[src/hw/rtl/mcmn_pkg.sv]
// Shared types, constants and codes for the column mean / max-abs normaliser.
// Used by every module of the block; it depends on nothing else.
package mcmn_pkg;

  localparam int MAX_ROWS_DEF = 64;
  localparam int MAX_COLS_DEF = 128;

  localparam int OPC_W      = 2;
  localparam int ROW_W      = 6;
  localparam int COL_W      = 7;
  localparam int SAMPLE_W   = 16;
  localparam int STAT_W     = 2;
  localparam int ROWS_CFG_W = 7;
  localparam int COLS_CFG_W = 8;
  localparam int CFG_IDX_W  = 1;
  localparam int CFG_DATA_W = 8;
  localparam int IN_DATA_W  = 32;
  localparam int OUT_DATA_W = 16;

  localparam int DIV_NW = 32;
  localparam int DIV_DW = 17;
  localparam int DIV_CW = 6;

  localparam logic [OPC_W-1:0] OP_WRITE = 2'd0;
  localparam logic [OPC_W-1:0] OP_NORM  = 2'd1;
  localparam logic [OPC_W-1:0] OP_READ  = 2'd2;
  localparam logic [OPC_W-1:0] OP_RSVD  = 2'd3;

  localparam logic [STAT_W-1:0] ST_OK    = 2'd0;
  localparam logic [STAT_W-1:0] ST_RANGE = 2'd1;
  localparam logic [STAT_W-1:0] ST_FLAT  = 2'd2;

  localparam logic [CFG_IDX_W-1:0] CFG_ROWS = 1'b0;
  localparam logic [CFG_IDX_W-1:0] CFG_COLS = 1'b1;

  typedef enum logic [3:0] {
    S_IDLE, S_RD_WAIT, S_SUM_RD, S_SUM_ACC, S_MEAN_DIV, S_MAX_RD, S_MAX_ACC,
    S_Q_RD, S_Q_LD, S_Q_DIV, S_Q_WR, S_DONE
  } state_t;

  typedef struct packed {
    logic [ROWS_CFG_W-1:0] rows;
    logic [COLS_CFG_W-1:0] cols;
  } cfg_t;

  typedef struct packed {
    logic                       valid;
    logic signed [SAMPLE_W-1:0] data;
    logic [STAT_W-1:0]          status;
  } result_t;

  typedef struct packed {
    logic              start;
    logic [DIV_NW-1:0] num;
    logic [DIV_DW-1:0] den;
  } div_req_t;

  typedef struct packed {
    logic              done;
    logic [DIV_NW-1:0] quo;
  } div_rsp_t;

endpackage

[src/hw/rtl/mcmn_div.sv]
// Restoring unsigned divider, one quotient bit per cycle, shared by the mean
// and the scaling steps. Depends on mcmn_pkg for widths and request types.
module mcmn_div (
  input  logic                clk,
  input  logic                rst_n,
  input  mcmn_pkg::div_req_t  req,
  output mcmn_pkg::div_rsp_t  rsp
);
  import mcmn_pkg::*;

  logic              busy_r, busy_nxt;
  logic              done_r, done_nxt;
  logic [DIV_CW-1:0] cnt_r, cnt_nxt;
  logic [DIV_DW:0]   rem_r, rem_nxt;
  logic [DIV_NW-1:0] quo_r, quo_nxt;
  logic [DIV_DW-1:0] den_r, den_nxt;
  logic [DIV_DW:0]   rem_sh;

  always_comb begin
    busy_nxt = busy_r;
    done_nxt = 1'b0;
    cnt_nxt  = cnt_r;
    rem_nxt  = rem_r;
    quo_nxt  = quo_r;
    den_nxt  = den_r;
    rem_sh   = {rem_r[DIV_DW-1:0], quo_r[DIV_NW-1]};
    if (req.start) begin
      busy_nxt = 1'b1;
      cnt_nxt  = '0;
      rem_nxt  = '0;
      quo_nxt  = req.num;
      den_nxt  = req.den;
    end else if (busy_r) begin
      if (rem_sh >= {1'b0, den_r}) begin
        rem_nxt = rem_sh - {1'b0, den_r};
        quo_nxt = {quo_r[DIV_NW-2:0], 1'b1};
      end else begin
        rem_nxt = rem_sh;
        quo_nxt = {quo_r[DIV_NW-2:0], 1'b0};
      end
      cnt_nxt = cnt_r + 1'b1;
      if (cnt_r == DIV_CW'(DIV_NW - 1)) begin
        busy_nxt = 1'b0;
        done_nxt = 1'b1;
      end
    end
  end

  always_ff @(posedge clk) begin
    if (!rst_n) begin
      busy_r <= 1'b0;
      done_r <= 1'b0;
      cnt_r  <= '0;
    end else begin
      busy_r <= busy_nxt;
      done_r <= done_nxt;
      cnt_r  <= cnt_nxt;
    end
  end

  always_ff @(posedge clk) begin
    rem_r <= rem_nxt;
    quo_r <= quo_nxt;
    den_r <= den_nxt;
  end

  assign rsp.done = done_r;
  assign rsp.quo  = quo_r;

endmodule

[config.mk]
export PLATFORM = sky130hd
export DESIGN_NAME = mcmn_div
export DESIGN_NICKNAME = d
export VERILOG_FILES = /design/src/hw/rtl/mcmn_pkg.sv /design/src/hw/rtl/mcmn_div.sv
export SDC_FILE = /design/constraint.sdc
export NUM_CORES = 1
export LEC_CHECK = 0
export ABC_AREA = 1
export BUFFER_PORTS_ARGS = -buffer_cell sky130_fd_sc_hd__buf_2
export CORE_MARGIN = 10
export CORE_UTILIZATION = 60
export CTS_CLUSTER_DIAMETER = 50
export DETAILED_ROUTE_END_ITERATION = 10
export PLACE_DENSITY = 0.82
export SLEW_MARGIN = 20
export SYNTH_ARGS = -nofsm -noshare
export SYNTH_HDL_FRONTEND = slang
export SYNTH_SLANG_ARGS = --single-unit
[constraint.sdc]
create_clock -name clk -period 4.8 [get_ports clk]
set_clock_uncertainty 0.2 [all_clocks]
set_input_delay 0 -clock clk [delete_from_list [all_inputs] [get_ports clk]]
set_output_delay 0 -clock clk [all_outputs]
set_load 0.005 [all_outputs]
==> run_results.csv <==
group,metric,value,unit
finish,finalInstanceArea,5400,um^2
yosys,ys_seq_area_frac,0.471,
yosys,yosys_warnings,0,
floorplan,die_h,104,um
setup_path,crit_path_max_incr_delay,0.88,ns
cts,cts.repair.resized,0,
timing,relSlewSlack,0.261,
route,routed_wl,12.9,mm
route,wire_per_inst,16.5,um
power,irDropWorstVdd,269,uV
timing,finalCritPeriodShare,0.581,
cts,cts_tree,"done",
timing,period_needed,2.79,ns
floorplan,die-area,10700,um^2
cts,clock_latency,0.37,ns
global_route,antenna_found_initial,1,
yosys,synthCells,540,
setup_path,cpMaxStageDelayCell,"nor2_1",
flow_run,cap_violations,0,
timing,finalMaxSlewViolations,0,
route,via_count,4230,
cts,cts.sinks,74,
setup_path,arrival,2.87,ns
power,p_leak,2.78,nW
cts,numCtsBuffers,9,
setup_path,critPathMaxFanout,37,
cts,htree_levels,3,
power,report.power.total,0.00154,W
yosys,syn_avg_cell_area,7.75,um^2
yosys,synth_cell_types,28,
timing,rsz0062_at_grt,"no",
yosys,netlist_area,4190,um^2
setup_path,cp_top_family,"buffers and inverters",
outcome,outcome,"complete, no violations",
finish,fin_nets,748,
cts,clk_pin_slew_worst_paths,0.09,ns
floorplan,core.rowCount,30,
timing,setup_ws,2.01,ns
setup_path,required,4.88,ns
finish,area_growth,29.0,%
route,via_per_inst,5.43,
yosys,ys_ff_latch,74,
floorplan,initial_core_util,0.616,
placed_design,dp_slack,2.21,ns
finish,most-common-layout-cells,"nand2_1, buf_2, inv_1",
placed_design,io_buffers,84,
timing,tns,0,ns
setup_path,endpoint_kind,"register",
route,antenna_left,0,
floorplan,die_w,104,um
power,pwr_density_cell,285,nW/um^2
placed_design,dp_hpwl,7.32,mm
floorplan,core_area,6790,um^2
setup_path,critPathBufInv,6,
global_route,grt_max_degree,41,
route,drtIter0Drc,420,
timing,fmax,0.359,GHz
finish,layout_commonest_cell,"nand2_1",
cts,clockRootBuffer,"clkbuf_8",
floorplan,ioPinCount,85,
placed_design,place_congestion,0.944,
timing,worst_slew_pin_slew,1.10,ns
finish,layout-drive-gt1-share,0.172,
setup_path,path_class,"input pin to register",
route,drc,0,
hold_path,hp-class,"input pin to register",
global_route,grt_pass1_wl,21.4,mm
global_route,grt_pass1_vias,4241,
global_route,grt_util_all_layers,0.240,
placed_design,place_area,4650,um^2
setup_path,crit_chain,"dlygate4sd3_1 -> buf_2 -> nor2_1 -> inv_1 -> buf_4 -> o211ai_1 -> dlygate4sd3_1 -> inv_1",
setup_path,start_kind,"input pin",
yosys,syn_nets,611,
global_route,overflow,0,
cts,clockBufferDepth,2,
timing,setup_viol_count_final,0,
timing,timing_hold_violations_final,0,
route,firstDrtPassIters,5,
kinds of logic (layout without fill, tap and decap cells):
| kind of cell | Yosys count | after routing | share of synthesized area |
|---|---|---|---|
| xor+xnor | 8 | 8 | 0.0167 |
| flops | 74 | 74 | 0.471 |
| simple gates | 316 | 316 | 0.320 |
| other cells | 0 | 1 | 0 |
| compound gates | 29 | 29 | 0.0374 |
| buf+inv | 94 | 236 | 0.0959 |
| fa+ha+maj | 19 | 19 | 0.0586 |
power by group:
group / switching (W) / internal (W)
sequential: 0.0000249 / 0.000730
clock: 0.000253 / 0.000298
combinational: 0.000132 / 0.000102
through the flow:
| stage | std cells | hold WS [ns] | utilization |
|---|---|---|---|
| finish | 779 | 0.141 | 0.795 |
| global route | 779 | 0.150 | 0.795 |
| CTS | 778 | 0.134 | 0.795 |
| detailed placement | 709 | -0.0214 | 0.685 |
| global placement | 709 | -0.0236 | 0.685 |
| floorplan | 540 | -0.101 | - |
sequential cells by signal, summed over array words and instances (netlist names):
name	flops
busy_r	1
den_r	17
done_r	1
rem_r	17
cnt_r	6
quo_r	32
Yosys cell counts (all sizes together):
master / instances / area (um^2)
a21oi: 15 / 75.1
dfxtp: 25 / 500
a31oi: 2 / 12.5
fa: 1 / 20.0
inv: 78 / 293
nand3: 47 / 240
nand3b: 10 / 75.1
clkbuf: 7 / 26.3
ha: 18 / 225
xor2: 1 / 8.76
o21bai: 1 / 11.3
nor3: 7 / 35.0
nand4: 1 / 6.26
o211ai: 1 / 7.51
buf: 8 / 78.8
edfxtp: 49 / 1470
o21ai: 10 / 50.1
xnor2: 7 / 61.3
nand2: 229 / 877
nor2: 22 / 108
clkinv: 1 / 3.75
layout make-up:
cell class              count  area, um^2
diodes                      1        2.50
clock buffers              11         131
clock inverters             5        86.3
fillers                   409        1390
inverters                  79         297
multi-input cells         372        1810
flip-flops and latches     74        1970
well taps                  96         120
repair buffers            141         981
layer usage:
| metal | GRT usage | wire length [um] |
|---|---|---|
| met5 | 0 | 0 |
| met4 | 0.117 | 413 |
| met3 | 0.0805 | 1560 |
| met2 | 0.367 | 5850 |
| met1 | 0.294 | 5040 |
path summary, 6_finish.rpt:
check                            to                   start  cells after the start  slack (ns)
max               busy_r$_SDFF_PN0_                 req[49]                      8        2.01
min             den_r[13]$_DFFE_PP_                 req[13]                      2        0.14
max reg2reg       busy_r$_SDFF_PN0_       busy_r$_SDFF_PN0_                      6        2.03
min reg2reg  rem_r[14]$_SDFFE_PP0P_  rem_r[14]$_SDFFE_PP0P_                      2        0.28
timing repair:
item / CTS / global route
setup buffers: 0 / 0
hold buffers: 53 / 0
endpoints found under the hold margin: 64 / 0
Power figures use the tool's default switching activity.
