<file path="src/hw/rtl/mcmn_pkg.sv">
// Shared types, constants and codes for the column mean / max-abs normaliser.
// Used by every module of the block; it depends on nothing else.
package mcmn_pkg;

  localparam int MAX_ROWS_DEF = 64;
  localparam int MAX_COLS_DEF = 128;

  localparam int OPC_W      = 2;
  localparam int ROW_W      = 6;
  localparam int COL_W      = 7;
  localparam int SAMPLE_W   = 16;
  localparam int STAT_W     = 2;
  localparam int ROWS_CFG_W = 7;
  localparam int COLS_CFG_W = 8;
  localparam int CFG_IDX_W  = 1;
  localparam int CFG_DATA_W = 8;
  localparam int IN_DATA_W  = 32;
  localparam int OUT_DATA_W = 16;

  localparam int DIV_NW = 32;
  localparam int DIV_DW = 17;
  localparam int DIV_CW = 6;

  localparam logic [OPC_W-1:0] OP_WRITE = 2'd0;
  localparam logic [OPC_W-1:0] OP_NORM  = 2'd1;
  localparam logic [OPC_W-1:0] OP_READ  = 2'd2;
  localparam logic [OPC_W-1:0] OP_RSVD  = 2'd3;

  localparam logic [STAT_W-1:0] ST_OK    = 2'd0;
  localparam logic [STAT_W-1:0] ST_RANGE = 2'd1;
  localparam logic [STAT_W-1:0] ST_FLAT  = 2'd2;

  localparam logic [CFG_IDX_W-1:0] CFG_ROWS = 1'b0;
  localparam logic [CFG_IDX_W-1:0] CFG_COLS = 1'b1;

  typedef enum logic [3:0] {
    S_IDLE, S_RD_WAIT, S_SUM_RD, S_SUM_ACC, S_MEAN_DIV, S_MAX_RD, S_MAX_ACC,
    S_Q_RD, S_Q_LD, S_Q_DIV, S_Q_WR, S_DONE
  } state_t;

  typedef struct packed {
    logic [ROWS_CFG_W-1:0] rows;
    logic [COLS_CFG_W-1:0] cols;
  } cfg_t;

  typedef struct packed {
    logic                       valid;
    logic signed [SAMPLE_W-1:0] data;
    logic [STAT_W-1:0]          status;
  } result_t;

  typedef struct packed {
    logic              start;
    logic [DIV_NW-1:0] num;
    logic [DIV_DW-1:0] den;
  } div_req_t;

  typedef struct packed {
    logic              done;
    logic [DIV_NW-1:0] quo;
  } div_rsp_t;

endpackage

</file>
<file path="src/hw/rtl/mcmn_ctrl.sv">
// Sequencer: element reads and writes, and the three passes of a column
// normalise over the store. Depends on mcmn_pkg; drives mcmn_store and mcmn_div.
module mcmn_ctrl #(
  parameter int MAX_ROWS = mcmn_pkg::MAX_ROWS_DEF,
  parameter int MAX_COLS = mcmn_pkg::MAX_COLS_DEF,
  parameter int AW       = 13
) (
  input  logic                          clk,
  input  logic                          rst_n,
  input  logic                          in_valid,
  output logic                          in_ready,
  input  logic [mcmn_pkg::OPC_W-1:0]    opcode,
  input  logic [mcmn_pkg::ROW_W-1:0]    row_index,
  input  logic [mcmn_pkg::COL_W-1:0]    col_index,
  input  logic [mcmn_pkg::SAMPLE_W-1:0] sample_value,
  input  logic                          out_free,
  input  mcmn_pkg::cfg_t                cfg,
  output mcmn_pkg::result_t             res,
  output logic                          mem_we,
  output logic [AW-1:0]                 mem_waddr,
  output logic [mcmn_pkg::SAMPLE_W-1:0] mem_wdata,
  output logic                          mem_re,
  output logic [AW-1:0]                 mem_raddr,
  input  logic [mcmn_pkg::SAMPLE_W-1:0] mem_rdata,
  output mcmn_pkg::div_req_t            div_req,
  input  mcmn_pkg::div_rsp_t            div_rsp
);
  import mcmn_pkg::*;

  localparam int RIW   = (MAX_ROWS > 1) ? $clog2(MAX_ROWS) : 1;
  localparam int CIW   = (MAX_COLS > 1) ? $clog2(MAX_COLS) : 1;
  localparam int RCW   = $clog2(MAX_ROWS + 1);
  localparam int CCW   = $clog2(MAX_COLS + 1);
  localparam int SUM_W = SAMPLE_W + RIW + 1;
  localparam int DEV_W = SAMPLE_W + 1;

  state_t state_r, state_nxt;
  logic [RIW-1:0]             row_r, row_nxt;
  logic [CIW-1:0]             col_r, col_nxt;
  logic signed [SUM_W-1:0]    sum_r, sum_nxt;
  logic                       sneg_r, sneg_nxt;
  logic signed [SAMPLE_W-1:0] mean_r, mean_nxt;
  logic [DEV_W-1:0]           maxdev_r, maxdev_nxt;
  logic                       dneg_r, dneg_nxt;
  logic                       flat_r, flat_nxt;
  logic [SAMPLE_W-1:0]        qval_r, qval_nxt;

  logic [RCW-1:0]          rows_eff;
  logic [CCW-1:0]          cols_eff;
  logic                    accept, in_range, last_row, last_col;
  logic signed [DEV_W-1:0] dev;
  logic [DEV_W-1:0]        dev_abs;
  logic signed [SUM_W-1:0] sum_full;
  logic [SUM_W-1:0]        sum_mag;
  logic [SAMPLE_W-1:0]     qlow;

  function automatic logic [AW-1:0] addr_of(input int r, input int c);
    return AW'(r * MAX_COLS + c);
  endfunction

  always_comb begin
    rows_eff = (32'(cfg.rows) > MAX_ROWS) ? RCW'(MAX_ROWS) : RCW'(cfg.rows);
    cols_eff = (32'(cfg.cols) > MAX_COLS) ? CCW'(MAX_COLS) : CCW'(cfg.cols);
  end

  assign in_ready = (state_r == S_IDLE) && out_free;
  assign accept   = in_valid && in_ready;
  assign in_range = (32'(row_index) < MAX_ROWS) && (32'(col_index) < MAX_COLS);
  assign last_row = (32'(row_r) == 32'(rows_eff) - 1);
  assign last_col = (32'(col_r) == 32'(cols_eff) - 1);
  assign dev      = $signed({mem_rdata[SAMPLE_W-1], mem_rdata})
                  - $signed({mean_r[SAMPLE_W-1], mean_r});
  assign dev_abs  = dev[DEV_W-1] ? DEV_W'(-dev) : DEV_W'(dev);
  assign sum_full = sum_r + SUM_W'($signed(mem_rdata));
  assign sum_mag  = sum_full[SUM_W-1] ? SUM_W'(-sum_full) : SUM_W'(sum_full);
  assign qlow     = div_rsp.quo[SAMPLE_W-1:0];

  // Next state.
  always_comb begin
    state_nxt = state_r;
    case (state_r)
      S_IDLE: begin
        if (accept) begin
          case (opcode)
            OP_READ: if (in_range) state_nxt = S_RD_WAIT;
            OP_NORM: if (cfg.rows != '0 && cols_eff != '0) state_nxt = S_SUM_RD;
            default: state_nxt = S_IDLE;
          endcase
        end
      end
      S_RD_WAIT:  state_nxt = S_IDLE;
      S_SUM_RD:   state_nxt = S_SUM_ACC;
      S_SUM_ACC:  state_nxt = last_row ? S_MEAN_DIV : S_SUM_RD;
      S_MEAN_DIV: if (div_rsp.done) state_nxt = S_MAX_RD;
      S_MAX_RD:   state_nxt = S_MAX_ACC;
      S_MAX_ACC:  state_nxt = last_row ? S_Q_RD : S_MAX_RD;
      S_Q_RD:     state_nxt = S_Q_LD;
      S_Q_LD:     state_nxt = (maxdev_r == '0) ? S_Q_WR : S_Q_DIV;
      S_Q_DIV:    if (div_rsp.done) state_nxt = S_Q_WR;
      S_Q_WR: begin
        if (!last_row) begin
          state_nxt = S_Q_RD;
        end else begin
          state_nxt = last_col ? S_DONE : S_SUM_RD;
        end
      end
      S_DONE:     state_nxt = S_IDLE;
      default:    state_nxt = S_IDLE;
    endcase
  end

  // Memory, divider and result outputs.
  always_comb begin
    mem_we      = 1'b0;
    mem_waddr   = addr_of(int'(row_r), int'(col_r));
    mem_wdata   = qval_r;
    mem_re      = 1'b0;
    mem_raddr   = addr_of(int'(row_r), int'(col_r));
    div_req     = '0;
    res         = '0;
    case (state_r)
      S_IDLE: begin
        mem_waddr = addr_of(int'(row_index), int'(col_index));
        mem_wdata = sample_value;
        mem_raddr = addr_of(int'(row_index), int'(col_index));
        if (accept) begin
          case (opcode)
            OP_WRITE: begin
              mem_we     = in_range;
              res.valid  = 1'b1;
              res.status = in_range ? ST_OK : ST_RANGE;
            end
            OP_READ: begin
              mem_re = in_range;
              if (!in_range) begin
                res.valid  = 1'b1;
                res.status = ST_RANGE;
              end
            end
            OP_NORM: begin
              if (cfg.rows == '0) begin
                res.valid  = 1'b1;
                res.status = ST_RANGE;
              end else if (cols_eff == '0) begin
                res.valid  = 1'b1;
                res.status = ST_OK;
              end
            end
            default: begin
              res.valid  = 1'b1;
              res.status = ST_RANGE;
            end
          endcase
        end
      end
      S_RD_WAIT: begin
        res.valid  = 1'b1;
        res.data   = $signed(mem_rdata);
        res.status = ST_OK;
      end
      S_SUM_RD, S_MAX_RD, S_Q_RD: mem_re = 1'b1;
      S_SUM_ACC: begin
        if (last_row) begin
          div_req.start = 1'b1;
          div_req.num   = DIV_NW'(sum_mag);
          div_req.den   = DIV_DW'(rows_eff);
        end
      end
      S_Q_LD: begin
        if (maxdev_r != '0) begin
          div_req.start = 1'b1;
          div_req.num   = DIV_NW'({dev_abs, 15'b0});
          div_req.den   = DIV_DW'(maxdev_r);
        end
      end
      S_Q_WR: mem_we = 1'b1;
      S_DONE: begin
        res.valid  = 1'b1;
        res.status = flat_r ? ST_FLAT : ST_OK;
      end
      default: ;
    endcase
  end

  // Datapath registers. The last sample is added in S_SUM_ACC on its way into
  // the divider, so the mean divide starts from the complete column sum.
  always_comb begin
    row_nxt    = row_r;
    col_nxt    = col_r;
    sum_nxt    = sum_r;
    sneg_nxt   = sneg_r;
    mean_nxt   = mean_r;
    maxdev_nxt = maxdev_r;
    dneg_nxt   = dneg_r;
    flat_nxt   = flat_r;
    qval_nxt   = qval_r;
    case (state_r)
      S_IDLE: begin
        row_nxt  = '0;
        col_nxt  = '0;
        sum_nxt  = '0;
        flat_nxt = 1'b0;
      end
      S_SUM_ACC: begin
        sum_nxt = sum_full;
        row_nxt = last_row ? '0 : row_r + 1'b1;
      end
      S_MEAN_DIV: begin
        if (div_rsp.done) begin
          mean_nxt   = sneg_r ? -$signed(qlow) : $signed(qlow);
          maxdev_nxt = '0;
        end
      end
      S_MAX_ACC: begin
        if (dev_abs > maxdev_r) maxdev_nxt = dev_abs;
        row_nxt = last_row ? '0 : row_r + 1'b1;
      end
      S_Q_LD: begin
        dneg_nxt = dev[DEV_W-1];
        qval_nxt = '0;
        if (maxdev_r == '0) flat_nxt = 1'b1;
      end
      S_Q_DIV: begin
        if (div_rsp.done) begin
          if (dneg_r) begin
            qval_nxt = -qlow;
          end else if (div_rsp.quo > DIV_NW'(32767)) begin
            qval_nxt = SAMPLE_W'(32767);
          end else begin
            qval_nxt = qlow;
          end
        end
      end
      S_Q_WR: begin
        if (!last_row) begin
          row_nxt = row_r + 1'b1;
        end else begin
          row_nxt = '0;
          col_nxt = col_r + 1'b1;
          sum_nxt = '0;
        end
      end
      default: ;
    endcase
    if (state_r == S_SUM_ACC && last_row) begin
      sneg_nxt = sum_full[SUM_W-1];
    end
  end

  always_ff @(posedge clk) begin
    if (!rst_n) begin
      state_r <= S_IDLE;
    end else begin
      state_r <= state_nxt;
    end
  end

  always_ff @(posedge clk) begin
    row_r    <= row_nxt;
    col_r    <= col_nxt;
    sum_r    <= sum_nxt;
    sneg_r   <= sneg_nxt;
    mean_r   <= mean_nxt;
    maxdev_r <= maxdev_nxt;
    dneg_r   <= dneg_nxt;
    flat_r   <= flat_nxt;
    qval_r   <= qval_nxt;
  end

endmodule

</file>
<file path="config.mk">
export PLATFORM = sky130hd
export DESIGN_NAME = mcmn_ctrl
export DESIGN_NICKNAME = d
export VERILOG_FILES = /design/src/hw/rtl/mcmn_pkg.sv /design/src/hw/rtl/mcmn_ctrl.sv
export SDC_FILE = /design/constraint.sdc
export NUM_CORES = 1
export LEC_CHECK = 0
export BUFFER_PORTS_ARGS = -buffer_cell sky130_fd_sc_hd__buf_2
export CORE_ASPECT_RATIO = 0.5
export CORE_MARGIN = 1
export CORE_UTILIZATION = 35
export CTS_CLUSTER_SIZE = 28
export DETAILED_ROUTE_END_ITERATION = 10
export HOLD_SLACK_MARGIN = 0.12
export PLACE_DENSITY = 0.6
export SYNTH_ARGS = -nofsm -noshare
export SYNTH_HDL_FRONTEND = slang
export SYNTH_SLANG_ARGS = --single-unit
</file>
<file path="constraint.sdc">
create_clock -name clk -period 8.55 [get_ports clk]
set_clock_uncertainty 0.1 [all_clocks]
set_input_delay 2.1375 -clock clk [delete_from_list [all_inputs] [get_ports clk]]
set_output_delay 2.1375 -clock clk [all_outputs]
set_load 0.05 [all_outputs]
</file>
==> flow_metrics.tcl <==
set metrics [dict create \
    synth_seq_cells 92 \
    crit_start "mem_rdata[0]" \
    required_ns 6.31 \
    first_iter_violations 766 \
    syn_avg_cell_area_um2 8.36 \
    nFillCells 2593 \
    crit_slowest_cell "nor4_2" \
    ant_nets 0 \
    die_x_um 234 \
    vias 9097 \
    cts_num_sinks 92 \
    slowest_delay_ns 0.68 \
    setup_tns_ns 0 \
    setup_viol 0 \
    regArea_um2 2720 \
    ios 213 \
    antenna_found_initial 2 \
    clk_pin_slew_ns 0.07 \
    p_per_area_nw_per_um2 126 \
    crit_type "input port to output pin" \
    violations "DRC" \
    hold_buffers 0 \
    maxCapViolCount 0 \
    grt_max_degree 33 \
    num_rows 41 \
    synth_area_um2 9410 \
    worstHoldStart "row_r[0]$_SDFFCE_PP0P_" \
    final-hold-violation-count 0 \
    start_util_pct 36.5 \
    multi_input_area_um2 6140 \
    period_share_pct 93.3 \
    r2r-start "mean_r[0]$_DFFE_PP_" \
    track_usage_pct 21.5 \
    clk_path_buf_depth 2 \
    fin_ws_ns 0.572 \
    clkLatencyLatePin_ns 0.38 \
    relSlewSlack_pct 11.0 \
    rrSetupSlack_ns 2.74 \
    pre_cts_slack_ns 0.629 \
    status "complete, but fails checks" \
    cp-start-kind "input port" \
    vdd_drop_max_v 0.000103 \
    syn_nets 1290 \
    synth_cell_types 79 \
    numPortBuffers 212 \
    fmax_mhz 125 \
    dpl.hpwl_um 23700 \
    wire_per_inst_um 18.2 \
    cp.arrival_ns 5.74 \
    reg2reg_to "maxdev_r[5]$_SDFFCE_PN0P_" \
    worstPathMaxFanout 7 \
    min_period_ns 7.98 \
    reg2reg_depth 22 \
    netlist_instances 1126 \
    dieArea_um2 27600 \
    final_max_slew_viol_count 0 \
    synthTopCellsByArea "edfxtp_1 (28%), ha_1 (8.4%), nor2_1 (5.5%)" \
    grt_pass1_wl_um 45800 \
    ys_seq_area_share_pct 28.9 \
    htreeDepth 3 \
    layout-drive-gt1-share_pct 22.8 \
    core_area_um2 25800 \
    dr.pass1.iters 8 \
    synthFlopType "edfxtp_1" \
    critPathCapture "div_req[37]" \
    synth_edf_count 88 \
    cts_tree "built" \
    cts_root_buffer "clkbuf_16" \
    worst_slew_pin_slew_ns 1.33 \
    cts.repair.resized 0 \
    overflow 0 \
    cp-end-kind "output pin" \
    p_leak_nw 5.07 \
    min_path_type "flop to flop" \
    die_y_um 118 \
    grt_pass1_vias 8207 \
    yosysTopAreaCellShare_pct 28.1 \
    cp_cell_sequence "buf_2 -> ha_1 -> fa_1 -> a211oi_2 -> o21ai_1 -> xor2_1 -> a21oi_1 -> nand3_1 -> nor4_2 -> a31oi_1 -> xnor2_1 -> o2bb2ai_1 -> buf_2" \
    route.detailed.drc 12 \
    rsz0062_at_grt "no" \
    cpMostUsedCell "buf_2" \
    wl_um 30100 \
    area_delta_synth_final_pct 17.6 \
    async_flop_share_pct 0 \
    fin_nets 1469 \
    postCtsSetupRepairBufs 0 \
    numCtsBuffers 9 \
    yosysWarnings 0 \
    gp_congestion 0.904 \
    vias_per_cell 5.50 \
    synth_top_area_cell "edfxtp_1" \
]
[layout by cell type (no fill, tap or decap), drive strengths merged, types with 29 or more instances in the layout]
cell type and count:
a21oi 65, and3 32, buf 225, edfxtp 88, ha 63, inv 81
mux2 29, nand2 66, nor2 138, nor3 32, o21ai 42, xnor2 51
xor2 36
[cell families (layout without fill, tap and decap cells)]
family	Yosys count	after routing	share of synthesized area, %
buf+inv	137	321	6.02
xor+xnor	87	87	8.10
simple gates	426	426	23.5
flops	92	92	28.9
compound gates	283	283	20.4
other cells	0	1	0
fa+ha+maj	65	65	8.80
mux	36	36	4.21
[where the power goes]
group          internal (mW)  total (mW)  leakage (nW)  switching [mW]
Combinational          0.161       0.451          3.95           0.290
Clock                  0.238       0.437         0.156           0.199
Sequential             0.498       0.506         0.971         0.00775
[flip-flops by register name, indices dropped and copies added (netlist names)]
signal and flops:
state_r 4, flat_r 1, dneg_r 1, row_r 6
qval_r 16, sneg_r 1, col_r 7, maxdev_r 17
mean_r 16, sum_r 23
[per-layer routing]
metal | up-vias | GRT usage, % | routed length, um
met5 | - | 0 | 0
met4 | 0 | 4.50 | 401
met3 | 29 | 4.00 | 1570
met2 | 282 | 33.4 | 13400
met1 | 4303 | 30.8 | 14700
li1 | 4483 | - | -
[synth_stat cells, types with 18 or more instances]
master and number:
clkbuf_1 40, ha_1 63, nor3_1 30, nand2_1 66, a21oi_1 64, a21o_1 20, xor2_1 36, xnor2_1 51
and3_1 32, o21ai_0 41, a31oi_1 18, nor2_1 138, mux2_2 29, inv_1 79, edfxtp_1 88, nand3_1 18
nor4_1 22, and2_1 22, o21a_1 22
[final cells by class]
cell class	instances	area share (%)
Multi-Input combinational cell	897	55.5
Sequential cell	92	24.6
Timing Repair Buffer	225	10.5
Tap cell	344	3.89
Inverter	80	2.71
Clock buffer	10	2.16
Clock inverter	6	0.645
Antenna cell	1	0.0226
[metrics by stage]
step | util (%) | hold WS [ns] | total power [mW] | std cells | instance area, um2
4_1_cts | 42.9 | 0.584 | 1.40 | 1654 | 11100
5_1_grt | 42.9 | 0.610 | 1.46 | 1655 | 11100
3_3_place_gp | 41.7 | 0.561 | 0.959 | 1638 | 10800
2_1_floorplan | - | 0.503 | 0.832 | 1126 | 9410
3_5_place_dp | 41.7 | 0.572 | 0.960 | 1638 | 10800
6_report | 42.9 | 0.583 | 1.39 | 1655 | 11100
[worst max-delay path: cells and delay by family]
kind            cells  cell delay [ns]
buf+inv             2             0.41
fa+ha+maj           2             0.68
simple gates        2             0.94
xor+xnor            2             0.41
compound gates      5             1.15
[how the worst min path moves through the flow]
stage / cells past startpoint / end / slack, ns
detailed placement: 1 / row_r[0]$_SDFFCE_PP0P_ / 0.57
CTS: 1 / row_r[0]$_SDFFCE_PP0P_ / 0.58
floorplan: 1 / row_r[0]$_SDFFCE_PP0P_ / 0.50
global placement: 1 / row_r[0]$_SDFFCE_PP0P_ / 0.56
finish: 1 / row_r[0]$_SDFFCE_PP0P_ / 0.58
global route: 1 / row_r[0]$_SDFFCE_PP0P_ / 0.61
No activity file was read; power rests on OpenSTA's default activity.
